===== config.mk =====
export PLATFORM = sky130hd
export DESIGN_NAME = pen_drawing_command_parser_unit
export DESIGN_NICKNAME = d
export VERILOG_FILES = /design/src/hdl/pdcp_pkg.sv /design/src/hdl/pen_drawing_command_parser_unit.sv
export VERILOG_INCLUDE_DIRS = /design/src /design/src/hdl
export SDC_FILE = /design/constraint.sdc
export NUM_CORES = 2
export LEC_CHECK = 0
export BUFFER_PORTS_ARGS = -buffer_cell sky130_fd_sc_hd__buf_4
export CAP_MARGIN = 20
export CORE_ASPECT_RATIO = 1.25
export CORE_MARGIN = 4
export CORE_UTILIZATION = 53
export DETAILED_ROUTE_END_ITERATION = 7
export PLACE_DENSITY = 0.69
export SETUP_SLACK_MARGIN = 0.5
export SLEW_MARGIN = 20
export SYNTH_ARGS = -nofsm -noshare
export SYNTH_HDL_FRONTEND = slang
export SYNTH_SLANG_ARGS = --single-unit

===== constraint.sdc =====
create_clock -name clk_i -period 10.98 [get_ports clk_i]
set_input_delay 0.549 -clock clk_i [delete_from_list [all_inputs] [get_ports clk_i]]
set_output_delay 0.549 -clock clk_i [all_outputs]
set_load 0.02 [all_outputs]

===== src/hdl/pen_drawing_command_parser_unit_assert.svh =====
// Assertion macros for the pen drawing command parser.
`ifndef PEN_DRAWING_COMMAND_PARSER_UNIT_ASSERT_SVH
`define PEN_DRAWING_COMMAND_PARSER_UNIT_ASSERT_SVH
// Same-cycle implication, disabled during reset.
`define PDCP_ASSERT_IMP(lbl, ante, cons, msg) \
  lbl: assert property (@(posedge clk_i) disable iff (!rst_ni) (ante) |-> (cons)) \
    else $error(msg);
// Next-cycle implication, disabled during reset.
`define PDCP_ASSERT_NXT(lbl, ante, cons, msg) \
  lbl: assert property (@(posedge clk_i) disable iff (!rst_ni) (ante) |=> (cons)) \
    else $error(msg);
`endif


===== src/hdl/pdcp_pkg.sv =====
// Types and constants of the pen drawing command parser.
`default_nettype none
package pdcp_pkg;
  typedef enum logic [3:0] {
    PH_VERB, PH_MOVE_ID, PH_MOVE_DX, PH_MOVE_DY, PH_MOVE_COLOR, PH_MOVE_RET,
    PH_MOVE_RUN, PH_PENS_RUN, PH_PEN_ID, PH_PEN_RUN, PH_SKIP
  } phase_e;

  typedef enum logic [2:0] {
    RS_PIXEL, RS_PEN_POS, RS_PEN_CNT, RS_SIZE, RS_CLOSED
  } rsrc_e;

  localparam logic [2:0] KIND_PIXEL   = 3'd0;
  localparam logic [2:0] KIND_PEN_POS = 3'd1;
  localparam logic [2:0] KIND_PEN_CNT = 3'd2;
  localparam logic [2:0] KIND_SIZE    = 3'd3;
  localparam logic [2:0] KIND_CLOSED  = 3'd4;

  localparam logic [31:0] VERB_MOVE = 32'h4d4f5645;
  localparam logic [31:0] VERB_PENS = 32'h50454e53;
  localparam logic [31:0] VERB_PEN  = 32'h0050454e;
  localparam logic [31:0] VERB_SIZE = 32'h53495a45;

  localparam int unsigned OUT_DW = 72;

  typedef struct packed {
    logic        last_of_run;
    logic [31:0] pixel_value;
    logic [12:0] pos_y;
    logic [12:0] pos_x;
    logic [4:0]  pen_number;
    logic [2:0]  kind;
  } result_t;
endpackage
`default_nettype wire


===== src/hdl/pen_drawing_command_parser_unit.sv =====
// Pen drawing command parser: byte stream in, pixel writes and reports out.
//
// Slave stream carries one client byte per transaction; the parser takes a
// byte every cycle while s_axis_tready is high. Master stream carries result
// transactions (pixel write, pen position, pen count, canvas size, stream
// closed); tlast marks the final result caused by one byte.
// A result reaches m_axis through the stage-2 registers, loaded together with
// the pen table read, and then through the result queue.
// Throughput: one byte per cycle while s_axis_tready is high; set by the
// one pen table read-modify-write per command and the 8-entry result queue.
// When the receiver stalls, results collect in the queue and s_axis_tready
// drops once fewer than four free slots remain. Reset: all pens at origin
// (per-entry valid bits), parser waits for a verb, stream open, canvas
// 1024 x 768. The user must write canvas registers via cfg_we_i / cfg_idx_i /
// cfg_data_i only while no traffic is in flight; the block has no check.
`default_nettype none
module pen_drawing_command_parser_unit import pdcp_pkg::*; #(
  parameter int unsigned PEN_COUNT     = 16,
  parameter int unsigned GARBAGE_LIMIT = 32
) (
  input  wire logic              clk_i,
  input  wire logic              rst_ni,
  input  wire logic              cfg_we_i,
  input  wire logic              cfg_idx_i,
  input  wire logic [12:0]       cfg_data_i,
  input  wire logic              s_axis_tvalid,
  output      logic              s_axis_tready,
  input  wire logic [7:0]        s_axis_tdata,   // [7:0] rx_byte
  output      logic              m_axis_tvalid,
  input  wire logic              m_axis_tready,
  // [2:0] kind, [7:3] pen_number, [20:8] pos_x, [33:21] pos_y,
  // [65:34] pixel_value, [71:66] zero
  output      logic [OUT_DW-1:0] m_axis_tdata,
  output      logic              m_axis_tlast    // last_of_run
);
  localparam int unsigned ID_W = (PEN_COUNT > 1) ? $clog2(PEN_COUNT) : 1;
  localparam logic [31:0] PEN_CNT32 = 32'(PEN_COUNT);
  localparam logic [5:0]  GLIM = 6'(GARBAGE_LIMIT);

  // ---------------- configuration
  logic [12:0] width_q, height_q;
  always_ff @(posedge clk_i or negedge rst_ni) begin
    if (!rst_ni) begin
      width_q  <= 13'd1024;
      height_q <= 13'd768;
    end else if (cfg_we_i) begin
      if (cfg_idx_i) height_q <= cfg_data_i;
      else           width_q  <= cfg_data_i;
    end
  end

  // ---------------- parser state
  phase_e          phase_q, phase_d;
  logic [31:0]     acc_q, acc_d;
  logic [5:0]      len_q, len_d;
  logic            id_ok_q, id_ok_d;
  logic [ID_W-1:0] id_q, id_d;
  logic            dx_up_q, dx_up_d, dx_dn_q, dx_dn_d;
  logic            dy_up_q, dy_up_d, dy_dn_q, dy_dn_d;
  logic [31:0]     color_q, color_d;
  logic            closed_q, closed_d;

  logic            s2_valid_q, s2_valid_d;
  rsrc_e           s2_src_q, s2_src_d;
  logic            s2_ret_q, s2_ret_d;

  logic        acc_ok;
  logic [7:0]  c, lc;
  logic        ws, nl;
  phase_e      ph;
  logic [31:0] a;
  logic [5:0]  l;
  logic        fire;

  assign fire = s_axis_tvalid && s_axis_tready;
  assign c    = s_axis_tdata;
  assign ws   = (c == 8'h20) || (c == 8'h0a) || (c == 8'h0d) || (c == 8'h09);
  assign nl   = (c == 8'h0a) || (c == 8'h0d);
  assign lc   = (c >= 8'h41 && c <= 8'h5a) ? c + 8'd32 : c;
  assign acc_ok = acc_q < PEN_CNT32;

  always_comb begin
    phase_d = phase_q;  acc_d = acc_q;  len_d = len_q;
    id_ok_d = id_ok_q;  id_d = id_q;    color_d = color_q;
    dx_up_d = dx_up_q;  dx_dn_d = dx_dn_q;
    dy_up_d = dy_up_q;  dy_dn_d = dy_dn_q;
    closed_d = closed_q;
    s2_valid_d = 1'b0;  s2_src_d = s2_src_q;  s2_ret_d = s2_ret_q;
    ph = phase_q;  a = acc_q;  l = len_q;
    if (fire && !closed_q) begin
      if (!ws) begin
        if (ph == PH_MOVE_RUN || ph == PH_PENS_RUN || ph == PH_PEN_RUN) begin
          ph = PH_VERB; a = '0; l = '0;
        end
        if (ph != PH_SKIP) begin
          if (l >= GLIM) begin
            if (ph == PH_VERB) begin
              closed_d   = 1'b1;
              s2_valid_d = 1'b1;
              s2_src_d   = RS_CLOSED;
            end else begin
              phase_d = PH_SKIP; acc_d = '0; len_d = '0;
            end
          end else begin
            unique case (ph)
              PH_VERB:              a = {a[23:0], c};
              PH_MOVE_ID, PH_PEN_ID:
                a = {a[28:0], 3'b0} + {a[30:0], 1'b0} + 32'(c) - 32'd48;
              PH_MOVE_COLOR:
                a = {a[27:0], 4'b0} + 32'(lc) - ((lc >= 8'h61) ? 32'd87 : 32'd48);
              default: begin
                if (l == 6'd0)
                  a = (c == 8'h31) ? 32'd1 : (c == 8'h2d) ? 32'd2 : 32'd0;
                else if (l == 6'd1 && a == 32'd2)
                  a = (c == 8'h31) ? 32'd3 : 32'd0;
              end
            endcase
            len_d   = (l < 6'd63) ? l + 6'd1 : l;
            acc_d   = a;
            phase_d = ph;
          end
        end
      end else if (ph == PH_SKIP) begin
        phase_d = PH_VERB; len_d = '0; acc_d = '0;
      end else begin
        if (l != 6'd0) begin
          len_d = '0;
          acc_d = '0;
          unique case (ph)
            PH_VERB: begin
              if (l == 6'd4 && a == VERB_MOVE)      ph = PH_MOVE_ID;
              else if (l == 6'd4 && a == VERB_PENS) ph = PH_PENS_RUN;
              else if (l == 6'd3 && a == VERB_PEN)  ph = PH_PEN_ID;
              else if (l == 6'd4 && a == VERB_SIZE) begin
                s2_valid_d = 1'b1;
                s2_src_d   = RS_SIZE;
              end
            end
            PH_MOVE_ID, PH_PEN_ID: begin
              id_ok_d = acc_ok;
              id_d    = acc_ok ? acc_q[ID_W-1:0] : '0;
              ph      = (ph == PH_MOVE_ID) ? PH_MOVE_DX : PH_PEN_RUN;
            end
            PH_MOVE_DX: begin
              dx_up_d = a == 32'd1; dx_dn_d = a == 32'd3; ph = PH_MOVE_DY;
            end
            PH_MOVE_DY: begin
              dy_up_d = a == 32'd1; dy_dn_d = a == 32'd3; ph = PH_MOVE_COLOR;
            end
            PH_MOVE_COLOR: begin
              color_d = a; ph = PH_MOVE_RET;
            end
            PH_MOVE_RET: begin
              acc_d = a; ph = PH_MOVE_RUN;
            end
            default: ;
          endcase
          phase_d = ph;
        end
        if (nl && (ph == PH_MOVE_RUN || ph == PH_PENS_RUN || ph == PH_PEN_RUN)) begin
          if (ph == PH_PENS_RUN) begin
            s2_valid_d = 1'b1; s2_src_d = RS_PEN_CNT;
          end else if (id_ok_d) begin
            s2_valid_d = 1'b1;
            s2_src_d   = (ph == PH_PEN_RUN) ? RS_PEN_POS : RS_PIXEL;
            s2_ret_d   = acc_d == 32'd1;
          end
          phase_d = PH_VERB;
          acc_d   = '0;
        end
      end
    end
  end

  always_ff @(posedge clk_i or negedge rst_ni) begin
    if (!rst_ni) begin
      phase_q <= PH_VERB;  acc_q <= '0;  len_q <= '0;
      id_ok_q <= 1'b0;     id_q <= '0;   color_q <= '0;
      dx_up_q <= 1'b0; dx_dn_q <= 1'b0; dy_up_q <= 1'b0; dy_dn_q <= 1'b0;
      closed_q <= 1'b0;
      s2_valid_q <= 1'b0; s2_src_q <= RS_PIXEL; s2_ret_q <= 1'b0;
    end else begin
      phase_q <= phase_d;  acc_q <= acc_d;  len_q <= len_d;
      id_ok_q <= id_ok_d;  id_q <= id_d;    color_q <= color_d;
      dx_up_q <= dx_up_d; dx_dn_q <= dx_dn_d; dy_up_q <= dy_up_d; dy_dn_q <= dy_dn_d;
      closed_q <= closed_d;
      s2_valid_q <= s2_valid_d; s2_src_q <= s2_src_d; s2_ret_q <= s2_ret_d;
    end
  end

  // stage 2 command fields, captured with the table read
  logic [ID_W-1:0] s2_id_q;
  logic            s2_dxu_q, s2_dxd_q, s2_dyu_q, s2_dyd_q;
  logic [31:0]     s2_color_q;
  always_ff @(posedge clk_i) begin
    s2_id_q <= id_d;  s2_color_q <= color_d;
    s2_dxu_q <= dx_up_d; s2_dxd_q <= dx_dn_d;
    s2_dyu_q <= dy_up_d; s2_dyd_q <= dy_dn_d;
  end

  // ---------------- pen position table
  logic [23:0]          pen_mem [PEN_COUNT];
  logic [PEN_COUNT-1:0] pen_vld_q;
  logic                 mem_we;
  logic [23:0]          mem_wd, rd_q, fwd_q, old_pos;
  logic                 rd_vld_q, fwd_hit_q, hit;

  assign hit = mem_we && (s2_id_q == id_d);

  always_ff @(posedge clk_i) begin
    if (mem_we) pen_mem[s2_id_q] <= mem_wd;
    rd_q  <= pen_mem[id_d];
    fwd_q <= mem_wd;
  end

  always_ff @(posedge clk_i or negedge rst_ni) begin
    if (!rst_ni) begin
      pen_vld_q <= '0; rd_vld_q <= 1'b0; fwd_hit_q <= 1'b0;
    end else begin
      if (mem_we) pen_vld_q[s2_id_q] <= 1'b1;
      rd_vld_q  <= pen_vld_q[id_d];
      fwd_hit_q <= hit;
    end
  end

  assign old_pos = fwd_hit_q ? fwd_q : (rd_vld_q ? rd_q : '0);

  logic [11:0] ox, oy, nx, ny;
  assign ox = old_pos[11:0];
  assign oy = old_pos[23:12];
  always_comb begin
    nx = ox;
    ny = oy;
    if (s2_dxu_q && ({1'b0, ox} + 13'd1 < width_q) && ox != 12'hfff) nx = ox + 12'd1;
    else if (s2_dxd_q && ox != 12'd0) nx = ox - 12'd1;
    if (s2_dyu_q && ({1'b0, oy} + 13'd1 < height_q) && oy != 12'hfff) ny = oy + 12'd1;
    else if (s2_dyd_q && oy != 12'd0) ny = oy - 12'd1;
  end
  assign mem_we = s2_valid_q && s2_src_q == RS_PIXEL;
  assign mem_wd = {ny, nx};

  // ---------------- result build
  result_t r0, r1;
  logic [1:0] push_n;
  logic [4:0] pen5;
  assign pen5 = 5'(32'(s2_id_q));
  always_comb begin
    r0 = '0;
    r1 = '0;
    push_n = 2'd0;
    if (s2_valid_q) begin
      push_n = 2'd1;
      r0.last_of_run = 1'b1;
      unique case (s2_src_q)
        RS_PIXEL: begin
          r0.kind = KIND_PIXEL; r0.pen_number = pen5;
          r0.pos_x = {1'b0, ox}; r0.pos_y = {1'b0, oy};
          r0.pixel_value = {s2_color_q[23:0], 8'hff};
          if (s2_ret_q) begin
            push_n = 2'd2;
            r0.last_of_run = 1'b0;
            r1.kind = KIND_PEN_POS; r1.pen_number = pen5;
            r1.pos_x = {1'b0, nx}; r1.pos_y = {1'b0, ny};
            r1.last_of_run = 1'b1;
          end
        end
        RS_PEN_POS: begin
          r0.kind = KIND_PEN_POS; r0.pen_number = pen5;
          r0.pos_x = {1'b0, ox}; r0.pos_y = {1'b0, oy};
        end
        RS_PEN_CNT: begin
          r0.kind = KIND_PEN_CNT; r0.pen_number = PEN_CNT32[4:0];
        end
        RS_SIZE: begin
          r0.kind = KIND_SIZE; r0.pos_x = width_q; r0.pos_y = height_q;
        end
        default: r0.kind = KIND_CLOSED;
      endcase
    end
  end

  // ---------------- result queue
  result_t    q_mem [8];
  logic [2:0] wp_q, rp_q;
  logic [3:0] cnt_q;
  logic       pop;
  assign pop = m_axis_tvalid && m_axis_tready;

  always_ff @(posedge clk_i) begin
    if (push_n != 2'd0) q_mem[wp_q] <= r0;
    if (push_n == 2'd2) q_mem[wp_q + 3'd1] <= r1;
  end

  always_ff @(posedge clk_i or negedge rst_ni) begin
    if (!rst_ni) begin
      wp_q <= '0; rp_q <= '0; cnt_q <= '0;
    end else begin
      wp_q  <= wp_q + 3'(push_n);
      rp_q  <= rp_q + 3'(pop);
      cnt_q <= cnt_q + 4'(push_n) - 4'(pop);
    end
  end

  result_t head;
  assign head          = q_mem[rp_q];
  assign m_axis_tvalid = cnt_q != 4'd0;
  assign m_axis_tdata  = {6'd0, head.pixel_value, head.pos_y, head.pos_x,
                          head.pen_number, head.kind};
  assign m_axis_tlast  = head.last_of_run;
  assign s_axis_tready = (cnt_q + (s2_valid_q ? 4'd2 : 4'd0)) <= 4'd4;

  // ---------------- checks
  `include "pen_drawing_command_parser_unit_assert.svh"
  `PDCP_ASSERT_IMP(a_queue_bound, 1'b1, cnt_q <= 4'd8, "result queue overflow")
  `PDCP_ASSERT_NXT(a_closed_sticky, closed_q, closed_q, "closed stream reopened")
  `PDCP_ASSERT_NXT(a_s2_from_accept, !fire, !s2_valid_q, "result without accepted byte")
  `PDCP_ASSERT_IMP(a_wr_vs_rd, mem_we && fire, !s2_valid_d,
                   "pen table write collides with new command")
endmodule
`default_nettype wire


==> summary.txt <==
Logic synthesis
  • Main synth FF type: edfxtp_1
  • Post-synthesis simple-gate area fraction: 14.1%
  • Most frequent cell after synthesis: nand2_1
  • Post-synth EDFFs: 624
  • Syn avg cell area: 11.1 µm²
  • Async S/R FF share, synth: 12.5%
  • Multiplexer share of the synthesized area: 7.91%
  • Mapped Cells: 4614
  • Sequential-to-total area share from yosys stat: 55.6%
  • Top cells by area, synth: edfxtp_1 37%, dfxtp_1 12%, dfrtp_1 6.4%
  • Synth Area in Compound Gates: 11.9%
  • Synth Register Bits: 1079
  • Top cells by count, synth: 659 x nand2_1, 624 x edfxtp_1, 453 x nand3_1
  • Top cell type's share of synthesized area: 36.5%
  • Netlist cell types: 104
  • Xor/xnor share of the synthesized area: 1.73%
  • Synth Area in Adders: 4.65%
  • Yosys top cell by area: edfxtp_1
  • Post-synthesis instance area: 51300 µm²
  • Yosys warns: 0
  • Largest family of logic cells by synthesized area: simple AND/OR/NAND/NOR gates

Power and ir drop
  • Flop pwr share: 37.6%
  • Leak: 21.4 nW
  • Clock power share: 30.1%
  • P_int: 8.13 mW
  • Peak VDD IR: 205 µV
  • Combinational power share: 32.3%
  • Sw Share: 33.5%
  • P_sw: 4.09 mW
  • PwrDens: 216 nW/µm²

STA
  • Worst-margin pin slew: 1.13 ns
  • Maximum clock frequency: 151 MHz
  • RSZ-0062 raised after global routing: false
  • Skew final: 0.0391 ns
  • Rel. slew slack: 24.1%
  • Crit share post-route: 60.2%
  • Setup violators final: 0
  • Final Hold Vio Count: 0
  • Pins Over Slew Limit: 0
  • Clock period minus worst slack: 6.61 ns
  • Total negative slack: 0 ns

Global routing
  • Pin count of the biggest net entering global routing: 83
  • Initial antenna violation count: 0
  • First-pass GRT wire length: 218000 µm
  • Gr usage total: 27.4%
  • Grt ovf: 0
  • Vias in the first global route: 37000

Critical path
  • Reg2reg setup slack: 4.37 ns
  • Crit path launch type: flip-flop
  • Req. time, crit path: 11.26 ns
  • CP Cell Sequence: buf_4 > nor2b_4 > a22oi_1 > inv_1 > nand3_2 > nand2b_4 > or3_4 > or4b_2 > xor2_1 > ha_1 > a21o_1 > nand2_1 > nand3b_1 > a41o_1 > nor2_2 > mux2i_1 > xnor2_1 > inv_1
  • Reg2reg start: fwd_hit_q
  • Crit path max fanout: 32
  • Crit path capture: pen_mem[15][16]
  • Worst R2R End: pen_mem[15][16]
  • Worst setup path class: reg -> reg
  • Most frequent CP cell: inv_1
  • WP data arrival: 6.89 ns
  • CP max stage delay: 0.86 ns
  • Worst R2R Path Depth: 18
  • CP Capture Type: flip-flop
  • Critical path's slowest cell: xnor2_1
  • Worst setup path start: fwd_hit_q

Place
  • Placer Congestion: 0.926
  • Hpwl dp: 83800 µm
  • Number of port buffers: 95
  • Placed Cells: 5752

Layout
  • Layout Cells excl Fill: 5945
  • ANT cells: 0
  • Share of layout cells above drive strength 1: 14.2%
  • Nets@finish: 4778
  • Area growth syn-to-layout: 10.6%

Detailed routing
  • DRT iter0 DRCs: 4334
  • 1st-pass router iterations: 6
  • Residual DRC: 0
  • Routed vias/inst: 6.33
  • Wire per inst: 24.0 µm
  • Final wirelength: 143000 µm
  • Via count: 37600
  • Antenna viol nets, final: 0

CTS
  • Clock Sinks: 1079
  • CTS root buf: clkbuf_16
  • CTS tree: yes
  • Clk slew on worst S/H paths: 0.06 ns
  • Clk_lat worst skew: 0.69 ns
  • Longest Clk Path Bufs: 3
  • Setup Buffers After CTS: 0
  • CTS buffer count: 101
  • CTS H-tree depth: 3

Die
  • I/O pins: 102
  • Row cnt: 127
  • Die X: 286 µm
  • Core area: 96000 µm²
  • Total die area: 102000 µm²
  • Die H: 356 µm
  • Starting Density: 53.4%

Hold path
  • Worst Hold Class: in -> reg
  • Hold path startpoint: cfg_data_i[11]

Status
  • Outcome: finished, final reports clean

Run
  • Max cap viols: 0
-- what timing repair did --
action / 4_1_cts / 5_1_grt
hold buffers: 1 / 0
gates resized for setup: 0 / 0
hold endpoints to repair: 79 / 0
-- logic make-up (layout without fill, tap and decap cells) --
family	count (synthesis)	in the layout
buffers and inverters	511	547
AOI/OAI and AO/OA	971	971
adders and majority gates	184	184
xor gates and xnor gates	95	95
muxes	241	241
and+or+nand+nor	1532	1532
other	1	6
DFF	1079	1079
-- stage by stage --
step | util [%] | power [mW] | hold WS (ns) | instance area (µm²) | setup slack, ns
finish | 59.1 | 12.2 | 0.106 | 56700 | 4.37
global route | 59.1 | 12.8 | 0.126 | 56700 | 4.05
CTS | 59.0 | 12.2 | 0.0775 | 56700 | 4.53
detailed placement | 55.4 | 8.58 | 0.448 | 53100 | 4.53
global placement | 55.3 | 8.54 | 0.438 | 53100 | 4.67
floorplan | - | 7.48 | 0.253 | 51300 | 5.69
-- per-layer routing --
layer	vias up	share of wire (%)	GRT usage, %
li1	17000	-	-
met1	18600	40	36.6
met2	1726	48	46.2
met3	332	7.9	3.54
met4	0	3.8	10.3
met5	-	0	0
-- power groups by stage --
stage | clock (mW) | sequential [mW] | combinational (mW)
after floorplan | 0 | 4.48 | 3.00
after global placement | 0 | 4.67 | 3.87
after detailed placement | 0 | 4.67 | 3.90
after CTS | 3.71 | 4.59 | 3.93
after global routing | 3.88 | 4.61 | 4.34
final | 3.68 | 4.59 | 3.95
-- placed cells by master, fill, tap and decap left out, types with 33 or more instances in the layout --
cell type	n
o22ai_1	230
xnor2_1	56
a311oi_1	52
edfxtp_1	624
dfxtp_1	320
nand3_1	446
and3_1	41
dfrtp_1	129
mux4_2	120
nand2b_1	33
clkbuf_16	103
inv_1	182
a21oi_1	82
mux2_2	102
nor2_1	88
and2_1	46
o21ai_0	352
a31oi_1	40
ha_1	173
nand2_1	655
buf_4	166
-- layout make-up --
type	instances	area, µm²
clock buffer	137	2830
clock inverter	54	693
timing repair buffer	171	1330
tap	1290	1610
sequential	1079	28500
fill	7807	39300
multi-input combinational	3029	21000
inverter	185	701
-- registers in the layout (all words and copies together) (netlist names), 4 cells and up --
| signal | cells |
|---|---|
| s2_id_q | 4 |
| acc_q | 32 |
| color_q | 24 |
| phase_q | 4 |
| cnt_q | 4 |
| pen_mem | 384 |
| rd_q | 24 |
| pen_vld_q | 16 |
| s2_color_q | 24 |
| len_q | 6 |
| height_q | 13 |
| q_mem | 480 |
| fwd_q | 24 |
| id_q | 4 |
| width_q | 13 |
-- worst min path at each step --
stage / end / slack [ns] / depth (start not counted)
5_1_grt: height_q[4] / 0.13 / 2
3_5_place_dp: q_mem[0][2] / 0.45 / 2
2_1_floorplan: acc_q[0] / 0.25 / 0
3_3_place_gp: q_mem[0][2] / 0.44 / 2
4_1_cts: width_q[11] / 0.08 / 3
6_report: width_q[11] / 0.11 / 3
-- worst max-delay path: cells and delay by family (launching register included) --
| kind | cells | cell delay, ns |
|---|---|---|
| AND/OR/NAND/NOR | 8 | 2.53 |
| XOR/XNOR | 2 | 1.16 |
| buffers and inverters | 3 | 0.89 |
| AO/OA/AOI/OAI | 3 | 0.75 |
| flip-flops | 1 | 0.36 |
| adder cells (fa/ha/maj) | 1 | 0.32 |
| multiplexers | 1 | 0.19 |
Note: power is estimated with default switching activity, not from simulation.
